==> config.mk <==
export PLATFORM = sky130hd
export DESIGN_NAME = kdj_queue
export DESIGN_NICKNAME = d
export VERILOG_FILES = /design/src/rtl/core/kdj_pkg.sv /design/src/rtl/core/kdj_queue.sv
export SDC_FILE = /design/constraint.sdc
export NUM_CORES = 1
export LEC_CHECK = 0
export BUFFER_PORTS_ARGS = -buffer_cell sky130_fd_sc_hd__buf_2
export CAP_MARGIN = 40
export CORE_MARGIN = 3
export CORE_UTILIZATION = 52
export CTS_CLUSTER_DIAMETER = 60
export CTS_CLUSTER_SIZE = 14
export DETAILED_ROUTE_END_ITERATION = 12
export PLACE_DENSITY = 0.79
export RECOVER_POWER = 25
export SKIP_LAST_GASP = 1
export SLEW_MARGIN = 20
export SYNTH_ARGS = -nofsm -noshare
export SYNTH_HDL_FRONTEND = slang
export SYNTH_SLANG_ARGS = --single-unit
==> constraint.sdc <==
create_clock -name clk -period 6.3 [get_ports clk]
set_clock_uncertainty 0.15 [all_clocks]
set_input_delay 0.315 -clock clk [delete_from_list [all_inputs] [get_ports clk]]
set_output_delay 0.315 -clock clk [all_outputs]
set_load 0.02 [all_outputs]
==> src/rtl/core/kdj_pkg.sv <==
// ----------------------------------------------------------------------------
// kdj_pkg
// Shared types and constants of the KDJ stochastic oscillator.
// ----------------------------------------------------------------------------
package kdj_pkg;

	localparam int PRICE_BITS    = 32;
	localparam int FRACTION_BITS = 16;
	localparam int KD_BITS       = 23;
	localparam int J_BITS        = 28;
	localparam int WL_BITS       = 7;
	localparam int SL_BITS       = 8;
	localparam int JW_BITS       = 12;
	localparam int CFG_IDX_BITS  = 2;
	localparam int CFG_DATA_BITS = 12;

	// long division: quotient bits, numerator bits
	localparam int DIV_Q_BITS  = KD_BITS + 1;
	localparam int SCALE_BITS  = PRICE_BITS + 7;
	localparam int RATIO_SHIFT = FRACTION_BITS + 1;
	localparam int DIV_N_BITS  = SCALE_BITS + RATIO_SHIFT;

	localparam logic [KD_BITS-1:0] FIFTY       = KD_BITS'(50 << FRACTION_BITS);
	localparam logic [KD_BITS-1:0] ONE_HUNDRED = KD_BITS'(100 << FRACTION_BITS);
	localparam logic signed [J_BITS-1:0] J_LIMIT = J_BITS'(1600 << FRACTION_BITS);

	localparam logic [WL_BITS-1:0] WL_RESET = WL_BITS'(9);
	localparam logic [SL_BITS-1:0] SL_RESET = SL_BITS'(3);
	localparam logic [JW_BITS-1:0] JW_RESET = JW_BITS'(768);

	typedef enum logic [CFG_IDX_BITS-1:0] {
		CFG_WINDOW  = 2'd0,
		CFG_SMOOTH  = 2'd1,
		CFG_JWEIGHT = 2'd2
	} cfg_idx_t;

	typedef struct packed {
		logic [WL_BITS-1:0] window_length;
		logic [SL_BITS-1:0] smoothing_length;
		logic [JW_BITS-1:0] j_weight;
	} cfg_t;

	typedef struct packed {
		logic [PRICE_BITS-1:0] bar_high;
		logic [PRICE_BITS-1:0] bar_low;
		logic [PRICE_BITS-1:0] bar_close;
	} bar_t;

	typedef struct packed {
		logic                     result_valid;
		logic [KD_BITS-1:0]       k_line;
		logic [KD_BITS-1:0]       d_line;
		logic signed [J_BITS-1:0] j_line;
	} result_t;

	typedef struct packed {
		bar_t bar;
		logic full;
	} job_t;

	typedef enum logic [3:0] {
		ST_IDLE,
		ST_STORE,
		ST_SCAN,
		ST_CLASS,
		ST_SCALE,
		ST_RSV_GO,
		ST_RSV_WAIT,
		ST_K_MUL,
		ST_K_GO,
		ST_K_WAIT,
		ST_D_MUL,
		ST_D_GO,
		ST_D_WAIT,
		ST_J_MUL,
		ST_J_SUM,
		ST_OUT
	} back_state_t;

endpackage

==> src/rtl/core/kdj_queue.sv <==
// ----------------------------------------------------------------------------
// kdj_queue
// Two-entry job queue between front and back.
// ----------------------------------------------------------------------------
module kdj_queue (
	input  logic          clk,
	input  logic          arst_n,
	input  logic          push,
	input  kdj_pkg::job_t push_job,
	input  logic          pop,
	output kdj_pkg::job_t head,
	output logic          full,
	output logic          empty
);

	kdj_pkg::job_t ent_q [2];
	logic          wr_q;
	logic          rd_q;
	logic [1:0]    cnt_q;

	assign full  = cnt_q == 2'd2;
	assign empty = cnt_q == 2'd0;
	assign head  = ent_q[rd_q];

	always_ff @(posedge clk) begin
		if (push) begin
			ent_q[wr_q] <= push_job;
		end
	end

	always_ff @(posedge clk or negedge arst_n) begin
		if (!arst_n) begin
			wr_q  <= 1'b0;
			rd_q  <= 1'b0;
			cnt_q <= 2'd0;
		end else begin
			if (push) begin
				wr_q <= ~wr_q;
			end
			if (pop) begin
				rd_q <= ~rd_q;
			end
			if (push && !pop) begin
				cnt_q <= cnt_q + 2'd1;
			end else if (pop && !push) begin
				cnt_q <= cnt_q - 2'd1;
			end
		end
	end

endmodule

== Word level (Yosys, flattened, before mapping) ==
Memories as Yosys holds them, arrays and structs flattened.
Index checks and enable logic that the tools add are counted.
Storage, ports and cells
  flip-flop bits (word level): 4
  bits in writable memories: 194
  input bits: 101
  output and inout port bits: 99
  word-level logic and storage cells: 19
  memories kept: 1
Operators by class
  eq/ne operators: 1
  add/subtract/negate cells: 2
  bitwise logic cells: 2
  multiplexer cells: 4
  reductions and logical operators: 6
Memory list
  ent_q: depth 2, width 97, read ports 1, clocked after Yosys merged registers in 0, write ports 1, line kdj_queue.sv:16  | kdj_pkg::job_t ent_q [2];
Operator list (count)
  $mux W2: 2
  $add A2 B1 Y2 const B: 1
  $eq A2 B2 Y1 const B: 1
  $logic_and A1 B1 Y1: 2
  $logic_not A1 Y1: 2
  $logic_not A2 Y1: 1
  $mux W1: 2
  $not A1 Y1: 2
  $reduce_bool A2 Y1: 1
  $sub A2 B1 Y2 const B: 1

== Longest topological paths before layout ==
  depth in word-level cells: 4
  mapped depth: 5
  gate-level depth less buffers: 5

== Worst setup path after synthesis ==
Ideal clock, no wire load.
  kind: reg-to-reg
  from: register wr_q
  to: memory ent_q[0][0] in the netlist's numbering, enable pin
  path buffers: 0
  slack: 888 ps
  stages on the path, launching flop included: 2
  library setup time: 565 ps
  arrival: 4697 ps
  required time: 5585 ps
  period minus slack after synthesis: 5412 ps
  cells stage by stage: dfrtp_1 > nor2b_1
RTL lines
  from (decl): line kdj_queue.sv:17  | logic wr_q;
  from (signal assigned): line kdj_queue.sv:38  | wr_q <= ~wr_q;
  to (decl): line kdj_queue.sv:16
No word-level cell before the write port.

==> summary.log <==
qor: status.status completed
qor: floorplanning.ioPinCount 200
qor: detailed_routing.via_per_inst 4.89
qor: critical_path.data_required_time_of_the_worst_path 5830 ps
qor: detailed_routing.dr.first_iter.drc_count 193
qor: detailed_routing.detail_route.first_pass.iterations 4
qor: clock_tree.worst_skew_pair_later_pin_latency 420 ps
qor: clock_tree.cts_tree yes
qor: detailed_routing.via_count 3999
qor: floorplanning.vert_die_dim 124 um
qor: clock_tree.setup_fix_bufs_post_cts 0
qor: yosys.yosysUniqueCellTypes 13
qor: grt.grt_overflow_total 0
qor: clock_tree.clk_root_buffer_cell clkbuf_16
qor: grt.antenna_found_initial 0
qor: yosys.yosysSeqAreaShare 81.6%
qor: timing.final-hold-violation-count 0
qor: critical_path.critical_path_arrival 2650 ps
qor: power_and_ir_drop.power.static_leakage 3.69 nW
qor: critical_path.timing.critical_path.to_type output pin
qor: grt.first_pass_grt_wire_length 22000 um
qor: clock_tree.clkSlewWorstSetupHoldPaths 70 ps
qor: timing.finalMaxSlewViolations 0
qor: detailed_routing.remaining_drc_errors 0
qor: grt.grt_use_total 19.5%
qor: yosys.synth_top_family_by_area multiplexers
qor: floorplanning.floorplan.initialDensity 54.0%
qor: critical_path.critical_path.max_fanout 55
qor: timing.timing.final.crit_period 3110 ps
qor: finish.drive_gt1_share 43.0%
qor: power_and_ir_drop.share_seq_of_total_power 44.9%
qor: finish.final_net_count 731
qor: timing.report.final.setup_viol 0
qor: detailed_routing.avgRoutedWirePerCell 17.8 um
qor: min_path.min_path_type input port to asynchronous set/reset pin
qor: power_and_ir_drop.peak_supply_drop 0.377 mV
qor: yosys.ys_ff_latch 198
qor: clock_tree.buffers_from_clock_root_to_sink_at_most 2
qor: critical_path.timing_worst_setup_path_type flip-flop to output pin
qor: yosys.synth_xor_area_share 0.603%
qor: yosys.synth_compound_gate_area_share 0%
qor: yosys.ys_warn_count 0
qor: timing.fin_setup_tns 0 ps
qor: timing.tightest_slew 818 ps
qor: placed_design.detailedPlacementHpwl 8660 um
qor: clock_tree.tritoncts_num_sinks 198
qor: flow_run.drv.max_cap_violation_count 0
qor: yosys.synth-adder-area-share 0.172%
qor: yosys.synth_fp_nets 420
qor: clock_tree.post_cts.resized_instances 0
qor: timing.rsz_0062_raised_after_global_routing false
qor: critical_path.worstSetupStartpointType flip-flop
qor: yosys.average_size_of_a_mapped_cell 22.8 um^2
qor: grt.via_count_of_the_first_global_routing_pass 4304
qor: timing.setup_slack 3190 ps
qor: yosys.postSynthCellCount 318
qor: floorplanning.die_footprint 15400 um^2
qor: placed_design.buffer_ports.inserted 199
qor: power_and_ir_drop.p_int 2.83 mW
qor: detailed_routing.residual_antenna_violating_net_count_after_detailed_routing 0
qor: timing.fmax 0.321 GHz
qor: floorplanning.dieWidth 124 um
qor: power_and_ir_drop.power_switching 1.34 mW
qor: timing.relSlewSlack 45.5%
qor: yosys.yosys-mux-area-fraction 16.1%
qor: floorplanning.fp-row-count 42
qor: finish.area.growth.synth_to_final 36.2%
qor: detailed_routing.detail_route.wirelength 14600 um
qor: power_and_ir_drop.power.clock.fraction 22.7%
qor: grt.largest_net_degree_at_the_start_of_global_routing 56
qor: power_and_ir_drop.combPwrFrac 32.4%
qor: power_and_ir_drop.power_density 422 nW/um^2
qor: yosys.yosys.area_share.simple 0.362%
qor: yosys.synth.cell_area 7260 um^2
qor: timing.timing.final.crit_share 49.4%
qor: placed_design.pre_cts_ws 3630 ps
qor: floorplanning.coreArea 13500 um^2
qor: clock_tree.cts_made_buffers 17
qor: power_and_ir_drop.sw_frac_of_total 32.2%
qor: clock_tree.clock_tree.htree_level_count 4
qor: placed_design.gpl.final_weighted_congestion 0.760
layer usage:
| layer | global-route usage (%) | up-vias | share of wire [%] |
|---|---|---|---|
| li1 | - | 1883 | - |
| met1 | 22.1 | 1927 | 38 |
| met2 | 34.1 | 162 | 52 |
| met3 | 6.63 | 27 | 7.6 |
| met4 | 7.67 | 0 | 2.0 |
| met5 | 0 | - | 0 |
cell type report:
cell class                 count  area (um^2)
clock buffer                  19          433
tap                          176          220
sequential                   198         5930
antenna                        1         2.50
multi-input combinational    108         1260
clock inverter                11         81.3
timing repair buffer         303         1960
inverter                       1         3.75
fill                         833         3560
cells in the final DEF (no fill, tap or decap), types with 2 or more instances in the layout:
cell	count
edfxtp_1	194
buf_2	142
dlygate4sd3_1	100
mux2_2	77
clkbuf_1	57
mux2_4	20
clkbuf_16	17
clkinvlp_4	5
xor2_1	4
buf_4	4
dfrtp_1	3
nor2_1	2
inv_6	2
clkinv_4	2
clkbuf_2	2
metrics by stage:
stage	instance area, um^2	power [mW]	utilization, %	hold slack (ps)	std cells
6_report	9890	4.17	73.5	119	817
3_3_place_gp	8440	3.18	62.7	-25.5	686
4_1_cts	9950	4.20	74.0	61.4	816
5_1_grt	9890	4.36	73.5	121	816
3_5_place_dp	8440	3.21	62.7	-18.2	686
2_1_floorplan	7260	2.84	-	-131	318
power by group through the flow:
stage	clock network, mW	logic, mW	registers [mW]
2_1_floorplan	0	0.992	1.85
3_3_place_gp	0	1.29	1.88
3_5_place_dp	0	1.31	1.90
4_1_cts	0.961	1.37	1.87
5_1_grt	1.01	1.44	1.90
6_report	0.947	1.35	1.87
final timing paths:
kind / startpoint / slack [ps] / to / depth (start not counted)
min: arst_n / 120 / cnt_q[0] / 2
max in group asynchronous: arst_n / 5660 / rd_q / 2
max: rd_q / 3190 / head[53] / 3
min in group clk: cnt_q[1] / 350 / cnt_q[1] / 1
min reg2reg: cnt_q[1] / 350 / cnt_q[1] / 1
max reg2reg: wr_q / 3990 / ent_q[0][59] / 3
synthesized netlist by cell type:
master | n | share of area, %
nor2_1 | 2 | 0.10
buf_2 | 7 | 0.48
and2_1 | 1 | 0.086
dfrtp_1 | 4 | 1.4
inv_1 | 1 | 0.052
xnor2_1 | 1 | 0.12
edfxtp_1 | 194 | 80
ha_1 | 1 | 0.17
mux2_2 | 77 | 12
mux2_4 | 20 | 4.1
nor2b_1 | 2 | 0.17
buf_6 | 4 | 0.62
xor2_1 | 4 | 0.48
cell families after synthesis:
family / count (synthesis)
xor+xnor: 5
fa+ha+maj: 1
buf+inv: 12
flops: 198
mux: 97
simple gates: 5
flip-flops by register name, indices dropped and copies added (netlist names):
signal,flops
rd_q,1
cnt_q,2
wr_q,1
ent_q,194
repair_timing:
action,CTS,global route
endpoints found under the hold margin,200,0
hold buffers,100,0
setup endpoints to repair,0,0
worst max-delay path, cell delays in order, from the launching register on:
cell,delay [ps]
dfrtp_4,820
buf_4,720
mux2_2,420
buf_2,160
No activity file was read; power rests on OpenSTA's default activity.
