**src/rtl/core/kdj_pkg.sv**
```systemverilog
// ----------------------------------------------------------------------------
// kdj_pkg
// Shared types and constants of the KDJ stochastic oscillator.
// ----------------------------------------------------------------------------
package kdj_pkg;

	localparam int PRICE_BITS    = 32;
	localparam int FRACTION_BITS = 16;
	localparam int KD_BITS       = 23;
	localparam int J_BITS        = 28;
	localparam int WL_BITS       = 7;
	localparam int SL_BITS       = 8;
	localparam int JW_BITS       = 12;
	localparam int CFG_IDX_BITS  = 2;
	localparam int CFG_DATA_BITS = 12;

	// long division: quotient bits, numerator bits
	localparam int DIV_Q_BITS  = KD_BITS + 1;
	localparam int SCALE_BITS  = PRICE_BITS + 7;
	localparam int RATIO_SHIFT = FRACTION_BITS + 1;
	localparam int DIV_N_BITS  = SCALE_BITS + RATIO_SHIFT;

	localparam logic [KD_BITS-1:0] FIFTY       = KD_BITS'(50 << FRACTION_BITS);
	localparam logic [KD_BITS-1:0] ONE_HUNDRED = KD_BITS'(100 << FRACTION_BITS);
	localparam logic signed [J_BITS-1:0] J_LIMIT = J_BITS'(1600 << FRACTION_BITS);

	localparam logic [WL_BITS-1:0] WL_RESET = WL_BITS'(9);
	localparam logic [SL_BITS-1:0] SL_RESET = SL_BITS'(3);
	localparam logic [JW_BITS-1:0] JW_RESET = JW_BITS'(768);

	typedef enum logic [CFG_IDX_BITS-1:0] {
		CFG_WINDOW  = 2'd0,
		CFG_SMOOTH  = 2'd1,
		CFG_JWEIGHT = 2'd2
	} cfg_idx_t;

	typedef struct packed {
		logic [WL_BITS-1:0] window_length;
		logic [SL_BITS-1:0] smoothing_length;
		logic [JW_BITS-1:0] j_weight;
	} cfg_t;

	typedef struct packed {
		logic [PRICE_BITS-1:0] bar_high;
		logic [PRICE_BITS-1:0] bar_low;
		logic [PRICE_BITS-1:0] bar_close;
	} bar_t;

	typedef struct packed {
		logic                     result_valid;
		logic [KD_BITS-1:0]       k_line;
		logic [KD_BITS-1:0]       d_line;
		logic signed [J_BITS-1:0] j_line;
	} result_t;

	typedef struct packed {
		bar_t bar;
		logic full;
	} job_t;

	typedef enum logic [3:0] {
		ST_IDLE,
		ST_STORE,
		ST_SCAN,
		ST_CLASS,
		ST_SCALE,
		ST_RSV_GO,
		ST_RSV_WAIT,
		ST_K_MUL,
		ST_K_GO,
		ST_K_WAIT,
		ST_D_MUL,
		ST_D_GO,
		ST_D_WAIT,
		ST_J_MUL,
		ST_J_SUM,
		ST_OUT
	} back_state_t;

endpackage

```
**src/rtl/core/kdj_front.sv**
```systemverilog
// ----------------------------------------------------------------------------
// kdj_front
// Config registers, bar intake and window-fill tracking.
// ----------------------------------------------------------------------------
module kdj_front #(
	parameter int WINDOW_MAX = 64
) (
	input  logic                                clk,
	input  logic                                arst_n,
	input  logic                                in_valid,
	output logic                                in_stall,
	input  kdj_pkg::bar_t                       in_data,
	input  logic                                cfg_valid,
	output logic                                cfg_ready,
	input  logic [kdj_pkg::CFG_IDX_BITS-1:0]    cfg_index,
	input  logic [kdj_pkg::CFG_DATA_BITS-1:0]   cfg_data,
	output kdj_pkg::cfg_t                       cfg,
	output logic [$clog2(WINDOW_MAX+1)-1:0]     win_len,
	output logic                                push,
	output kdj_pkg::job_t                       push_job,
	input  logic                                q_full
);

	localparam int CNT_W = $clog2(WINDOW_MAX + 1);

	kdj_pkg::cfg_t    cfg_q;
	logic [CNT_W-1:0] seen_q;
	logic [CNT_W-1:0] seen_nxt;

	assign cfg       = cfg_q;
	assign cfg_ready = 1'b1;
	assign in_stall  = q_full;
	assign push      = in_valid && !q_full;

	always_comb begin
		if (cfg_q.window_length == '0) begin
			win_len = CNT_W'(1);
		end else if (int'(cfg_q.window_length) > WINDOW_MAX) begin
			win_len = CNT_W'(WINDOW_MAX);
		end else begin
			win_len = CNT_W'(cfg_q.window_length);
		end
		seen_nxt      = (seen_q < win_len) ? seen_q + 1'b1 : win_len;
		push_job.bar  = in_data;
		push_job.full = seen_nxt == win_len;
	end

	always_ff @(posedge clk or negedge arst_n) begin
		if (!arst_n) begin
			cfg_q.window_length    <= kdj_pkg::WL_RESET;
			cfg_q.smoothing_length <= kdj_pkg::SL_RESET;
			cfg_q.j_weight         <= kdj_pkg::JW_RESET;
			seen_q                 <= '0;
		end else begin
			if (cfg_valid) begin
				unique case (cfg_index)
					kdj_pkg::CFG_WINDOW: begin
						cfg_q.window_length <= cfg_data[kdj_pkg::WL_BITS-1:0];
					end
					kdj_pkg::CFG_SMOOTH: begin
						cfg_q.smoothing_length <= cfg_data[kdj_pkg::SL_BITS-1:0];
					end
					kdj_pkg::CFG_JWEIGHT: begin
						cfg_q.j_weight <= cfg_data[kdj_pkg::JW_BITS-1:0];
					end
					default: begin
					end
				endcase
			end
			if (push) begin
				seen_q <= seen_nxt;
			end
		end
	end

endmodule

```
**config.mk**
```make
export PLATFORM = sky130hd
export DESIGN_NAME = kdj_front
export DESIGN_NICKNAME = d
export VERILOG_FILES = /design/src/rtl/core/kdj_pkg.sv /design/src/rtl/core/kdj_front.sv
export SDC_FILE = /design/constraint.sdc
export NUM_CORES = 1
export LEC_CHECK = 0
export BUFFER_PORTS_ARGS = -buffer_cell sky130_fd_sc_hd__buf_2
export CAP_MARGIN = 0
export CORE_MARGIN = 5
export CORE_UTILIZATION = 35
export DETAILED_ROUTE_END_ITERATION = 6
export PLACE_DENSITY_LB_ADDON = 0.08
export SLEW_MARGIN = 0
export SYNTH_ARGS = -nofsm -noshare
export SYNTH_HDL_FRONTEND = slang
export SYNTH_SLANG_ARGS = --single-unit
```
**constraint.sdc**
```tcl
create_clock -name clk -period 4.3 [get_ports clk]
set_input_delay 0.86 -clock clk [delete_from_list [all_inputs] [get_ports clk]]
set_output_delay 0.86 -clock clk [all_outputs]
set_load 0.005 [all_outputs]
```
# After elaboration in Yosys (flattened, before gate mapping)
# Index checks and enable logic that the tools add are counted.
[op_classes]
addsub = 1
order_cmp = 2
n_eq_ne = 3
n_mux = 3
reduce_logical = 7
[op_table]
columns = ["cell", "n"]
rows = [
  ["two-way mux 7 bit", 3],
  ["adder 7 x 1 -> 7 bit, second input constant", 1],
  ["equality test 7 bit", 1],
  ["> comparator 7 bit, second input constant", 1],
  ["logical NOT 7 bit", 1],
  ["less-than comparator 7 bit", 1],
  ["AND reduction 2 bit", 3],
  ["equality test 2 x 1 -> 1 bit, second input constant", 1],
  ["equality test 2 bit, second input constant", 1],
  ["logical NOT 2 bit", 1],
  ["logical AND 1 bit", 1],
  ["logical NOT 1 bit", 1],
]
[word_totals]
regBits = 34
input_bits = 115
out_inout_bits = 134
wordCells = 20

# Longest topological paths before layout
[logic_depth]
word_depth = 6
ltp_mapped = 9
mapped_depth_nobuf = 8

# Least setup slack after synthesis
# Ideal clock, no wire load.
[synth_timing]
path_kind = "register -> output"
startpoint = "register cfg_q, in the netlist cfg[26]"
endpoint = "output port push_job[0] (netlist name)"
t_arrival_ps = 2122
required_time_ps = 3440
setup_slack_ps = 1318
stages_incl_launch_ff = 10
n_path_buf = 1
cell_sequence = "dfrtp_1 -> buf_6 -> inv_2 -> nand2_1 -> ha_1 -> a21o_1 -> a21o_1 -> a211o_1 -> nor2_1 -> o41ai_2"
[synth_rtl]
columns = ["element", "line_no", "text"]
rows = [
  ["from (decl)", "kdj_front.sv:26", "kdj_pkg::cfg_t cfg_q;"],
  ["to (decl)", "kdj_front.sv:20", "output kdj_pkg::job_t push_job,"],
]

==> results.py <==
metrics = {
    "route": {
        "drt-wirelength-per-cell_um": 23.5,
        "drt-met1-wl_mm": 2.38,
        "remaining_drc_errors": 0,
        "drt_pass1_iterations": 4,
        "num_vias": 1655,
        "final_antenna_net_count": 0,
        "wl_met2_mm": 3.90,
        "drtIter0Drc": 89,
        "total_length_of_routed_met3_wires_um": 783,
        "topRoutingLayerUsed": "met4",
        "post_drt_via_cell_ratio": 5.12,
        "route.final.wire_length_mm": 7.59,
    },
    "logic_synthesis": {
        "avg_synthesized_cell_area_um2": 9.94,
        "synth_simple_gate_area_frac": 0.0999,
        "synth-xor-area-share": 0.0287,
        "cell_types_occupying_the_most_area_after_synthesis": "sky130_fd_sc_hd__buf_4 (28%), sky130_fd_sc_hd__dfrtp_1 (26%), sky130_fd_sc_hd__mux2_2 (11%)",
        "syn_inst": 267,
        "postSynth.topFlopCell": "sky130_fd_sc_hd__dfrtp_1",
        "synth_seq_cells": 34,
        "synth-compound-area-share": 0.0971,
        "synth_largest_type_area_fraction": 0.280,
        "mappedNetlistNets": 389,
        "main_combinational_cell_family_by_area_after_synthesis": "buffers and inverters",
        "edff_count_synth": 0,
        "share_of_synthesized_area_spent_on_multiplexers": 0.110,
        "post_synth_instance_area_um2": 2660,
        "ys_async_sr_fraction": 1.00,
        "synthDominantAreaCellType": "sky130_fd_sc_hd__buf_4",
        "synth_cell_type_count": 48,
        "seq_area_frac_synth": 0.323,
        "synth_adder_area_share": 0.0330,
        "synthesis.yosys.warnings": 0,
    },
    "timing": {
        "worst_slew_margin_rel": 0.280,
        "min_period_ns": 3.79,
        "timing.fmax_mhz": 264,
        "fin_tns_setup_ns": 0,
        "finalClockSkew_ns": 0.00280,
        "period_share": 0.881,
        "report.final.setup_viol": 0,
        "rsz_0062_raised_after_global_routing": "false",
        "whs_ns": 0.503,
        "postLayoutSetupSlackWorst_ns": 0.510,
        "final_max_slew_viol_count": 0,
        "hold_viol": 0,
        "max_slew.worst_pin.slew_ns": 1.07,
    },
    "pwr": {
        "static_leakage_nw": 1.08,
        "overall_power_mw": 1.34,
        "power_report.internal_total_mw": 0.800,
        "total_switching_power_mw": 0.535,
        "sw_frac_of_total": 0.401,
        "clock_power_share": 0.178,
        "ir_drop_mv": 0.135,
        "power.share.sequential": 0.391,
        "power.combinational.fraction": 0.431,
        "powerDensity_nw_per_um2": 566,
    },
    "cts": {
        "ctsHtreeMaxLevel": 2,
        "number_of_buffers_inserted_to_repair_setup_after_cts": 0,
        "clock_latency_ns": 0.29,
        "clk_path_buf_depth": 2,
        "cts_made_buffers": 5,
        "tritoncts": "built",
        "cts_hold_repair.buffers": 0,
        "worst_setup_hold_path_clk_slew_ns": 0.07,
        "cts_num_sinks": 34,
        "ctsResizeCount": 0,
        "cts_root_buffer": "sky130_fd_sc_hd__clkbuf_8",
    },
    "critical_path": {
        "cp_common_cell": "sky130_fd_sc_hd__a21o_1",
        "crit_chain": "inv_2, nand2_1, ha_1, a21o_1, a21o_1, a211o_1, nor2_1, o41ai_2, buf_2",
        "slowest_stage": "sky130_fd_sc_hd__dfrtp_1",
        "crit_arrival_ns": 2.93,
        "end_kind": "primary output",
        "worst-path-max-fanout": 9,
        "cp_data_required_time_ns": 3.44,
        "critPathMaxStageDelay_ns": 0.51,
        "sum_of_buffers_and_inverters_on_the_critical_path": 2,
        "worst_setup_path_start_kind": "flip-flop",
        "worst-setup-path-type": "flip-flop to primary output",
        "critPathTopFamily": "compound AO/OA/AOI/OAI gates",
        "rrSetupSlack_ns": 1.36,
    },
    "floorplan": {
        "io_pins": 249,
        "fp.coreArea_um2": 7330,
        "design.die.area_um2": 9430,
        "initial_core_utilization": 0.362,
        "core.rowCount": 31,
        "die_height_um": 97.1,
        "dieWidth_um": 97.1,
    },
    "job": {
        "drv.max_cap_violation_count": 0,
    },
    "placement": {
        "detailed_place_hpwl_mm": 6.05,
        "placed_cells": 315,
        "preCtsSetupSlack_ns": 0.857,
        "port-buffer-count": 55,
        "finalWeightedCongestion": 0.762,
        "dpl_cell_area_um2": 2270,
    },
    "layout": {
        "num-nets-final": 345,
        "post_layout_nonfiller_instances": 323,
        "final_core_utilization": 0.322,
        "filler_cell_count": 767,
        "synthToLayoutAreaGrowth_pct": -11.2,
        "postLayoutCellArea_um2": 2360,
        "layout-drive-gt1-share": 0.460,
        "diodes": 0,
    },
    "global_route": {
        "globalRouteOverflowTotal": 0,
        "via_count_of_the_first_global_routing_pass": 1744,
        "pin_count_of_the_biggest_net_entering_global_routing": 35,
        "grt_first_pass_wirelength_mm": 11.3,
        "grt_antenna_before_repair": 0,
        "grt_util_all_layers": 0.155,
    },
    "status": {
        "outcome": "complete, no violations",
    },
    "worst_hold_path": {
        "class_of_the_tightest_hold_or_removal_check": "flip-flop to flip-flop",
    },
}
[synth_stat cells (all sizes together) (3+ instances only)]
cell type,count
xor2,3
xnor2,3
o211ai,5
nor3b,3
nor2b,3
nor3,3
buf,103
o311ai,5
ha,7
clkbuf,3
o21ai,3
nor2,6
mux2,26
dfstp,6
nand2,13
dfrtp,28
nand3,7
inv,9
[routing by layer]
| metal | track usage | vias up |
|---|---|---|
| li1 | - | 731 |
| met5 | 0.00549 | - |
| met2 | 0.277 | 107 |
| met4 | 0.111 | 0 |
| met3 | 0.0603 | 58 |
| met1 | 0.143 | 759 |
[layout by cell type (no fill, tap or decap), types with 5 or more instances in the layout]
master / synthesis / final
sky130_fd_sc_hd__buf_2: 2 / 55
sky130_fd_sc_hd__dfrtp_1: 28 / 28
sky130_fd_sc_hd__mux2_2: 26 / 26
sky130_fd_sc_hd__nand2_1: 13 / 13
sky130_fd_sc_hd__inv_1: 8 / 8
sky130_fd_sc_hd__nand3_1: 7 / 7
sky130_fd_sc_hd__ha_1: 7 / 7
sky130_fd_sc_hd__nor2_1: 6 / 6
sky130_fd_sc_hd__dfstp_2: 6 / 6
sky130_fd_sc_hd__o211ai_1: 5 / 5
sky130_fd_sc_hd__o311ai_1: 5 / 5
sky130_fd_sc_hd__clkbuf_8: 0 / 5
[cell families (layout without fill, tap and decap cells)]
group | count (synthesis) | after routing
buffers and inverters | 115 | 72
and+or+nand+nor | 48 | 48
DFF | 34 | 34
AOI/OAI and AO/OA | 29 | 29
muxes | 26 | 26
adders and majority gates | 7 | 7
xor gates and xnor gates | 7 | 7
other | 1 | 1
[flip-flops by register name (all words and copies together) (netlist names)]
name and flops:
seen_q 7, cfg 27
[worst register-to-register path: stages, from the launching register on]
cell	delay (ns)
sky130_fd_sc_hd__dfrtp_1	0.51
sky130_fd_sc_hd__inv_2	0.21
sky130_fd_sc_hd__nand2_1	0.15
sky130_fd_sc_hd__ha_1	0.34
sky130_fd_sc_hd__and4_1	0.23
sky130_fd_sc_hd__nor2b_1	0.15
sky130_fd_sc_hd__a211oi_1	0.88
sky130_fd_sc_hd__o211ai_1	0.22
sky130_fd_sc_hd__o311ai_1	0.15
[path summary, 6_finish.rpt]
check                               startpoint                    end  depth (start not counted)
max                        cfg[26]$_DFFE_PN0P_            push_job[0]                          9
min                        cfg[14]$_DFFE_PN0P_    cfg[14]$_DFFE_PN0P_                          1
max reg2reg                cfg[26]$_DFFE_PN0P_  seen_q[3]$_DFFE_PN0P_                          8
min reg2reg                cfg[14]$_DFFE_PN0P_    cfg[14]$_DFFE_PN0P_                          1
max in group asynchronous               arst_n  seen_q[3]$_DFFE_PN0P_                          1
min in group asynchronous               arst_n     cfg[1]$_DFFE_PN0P_                          1
[final cells by class]
type | count | area (um^2) | area share
inverter | 9 | 33.8 | 0.0143
timing repair buffer | 55 | 275 | 0.117
multi-input combinational | 118 | 983 | 0.417
clock buffer | 6 | 72.6 | 0.0308
tap | 99 | 124 | 0.0525
clock inverter | 2 | 10.0 | 0.00425
sequential | 34 | 858 | 0.364
[power groups by stage]
stage | sequential, mW | combinational, mW | clock (mW)
after detailed placement | 0.526 | 0.579 | 0
after CTS | 0.520 | 0.582 | 0.247
after global routing | 0.536 | 0.646 | 0.258
after global placement | 0.527 | 0.587 | 0
after floorplan | 0.481 | 0.502 | 0
final | 0.522 | 0.576 | 0.238
(Power assumes the default switching activity.)
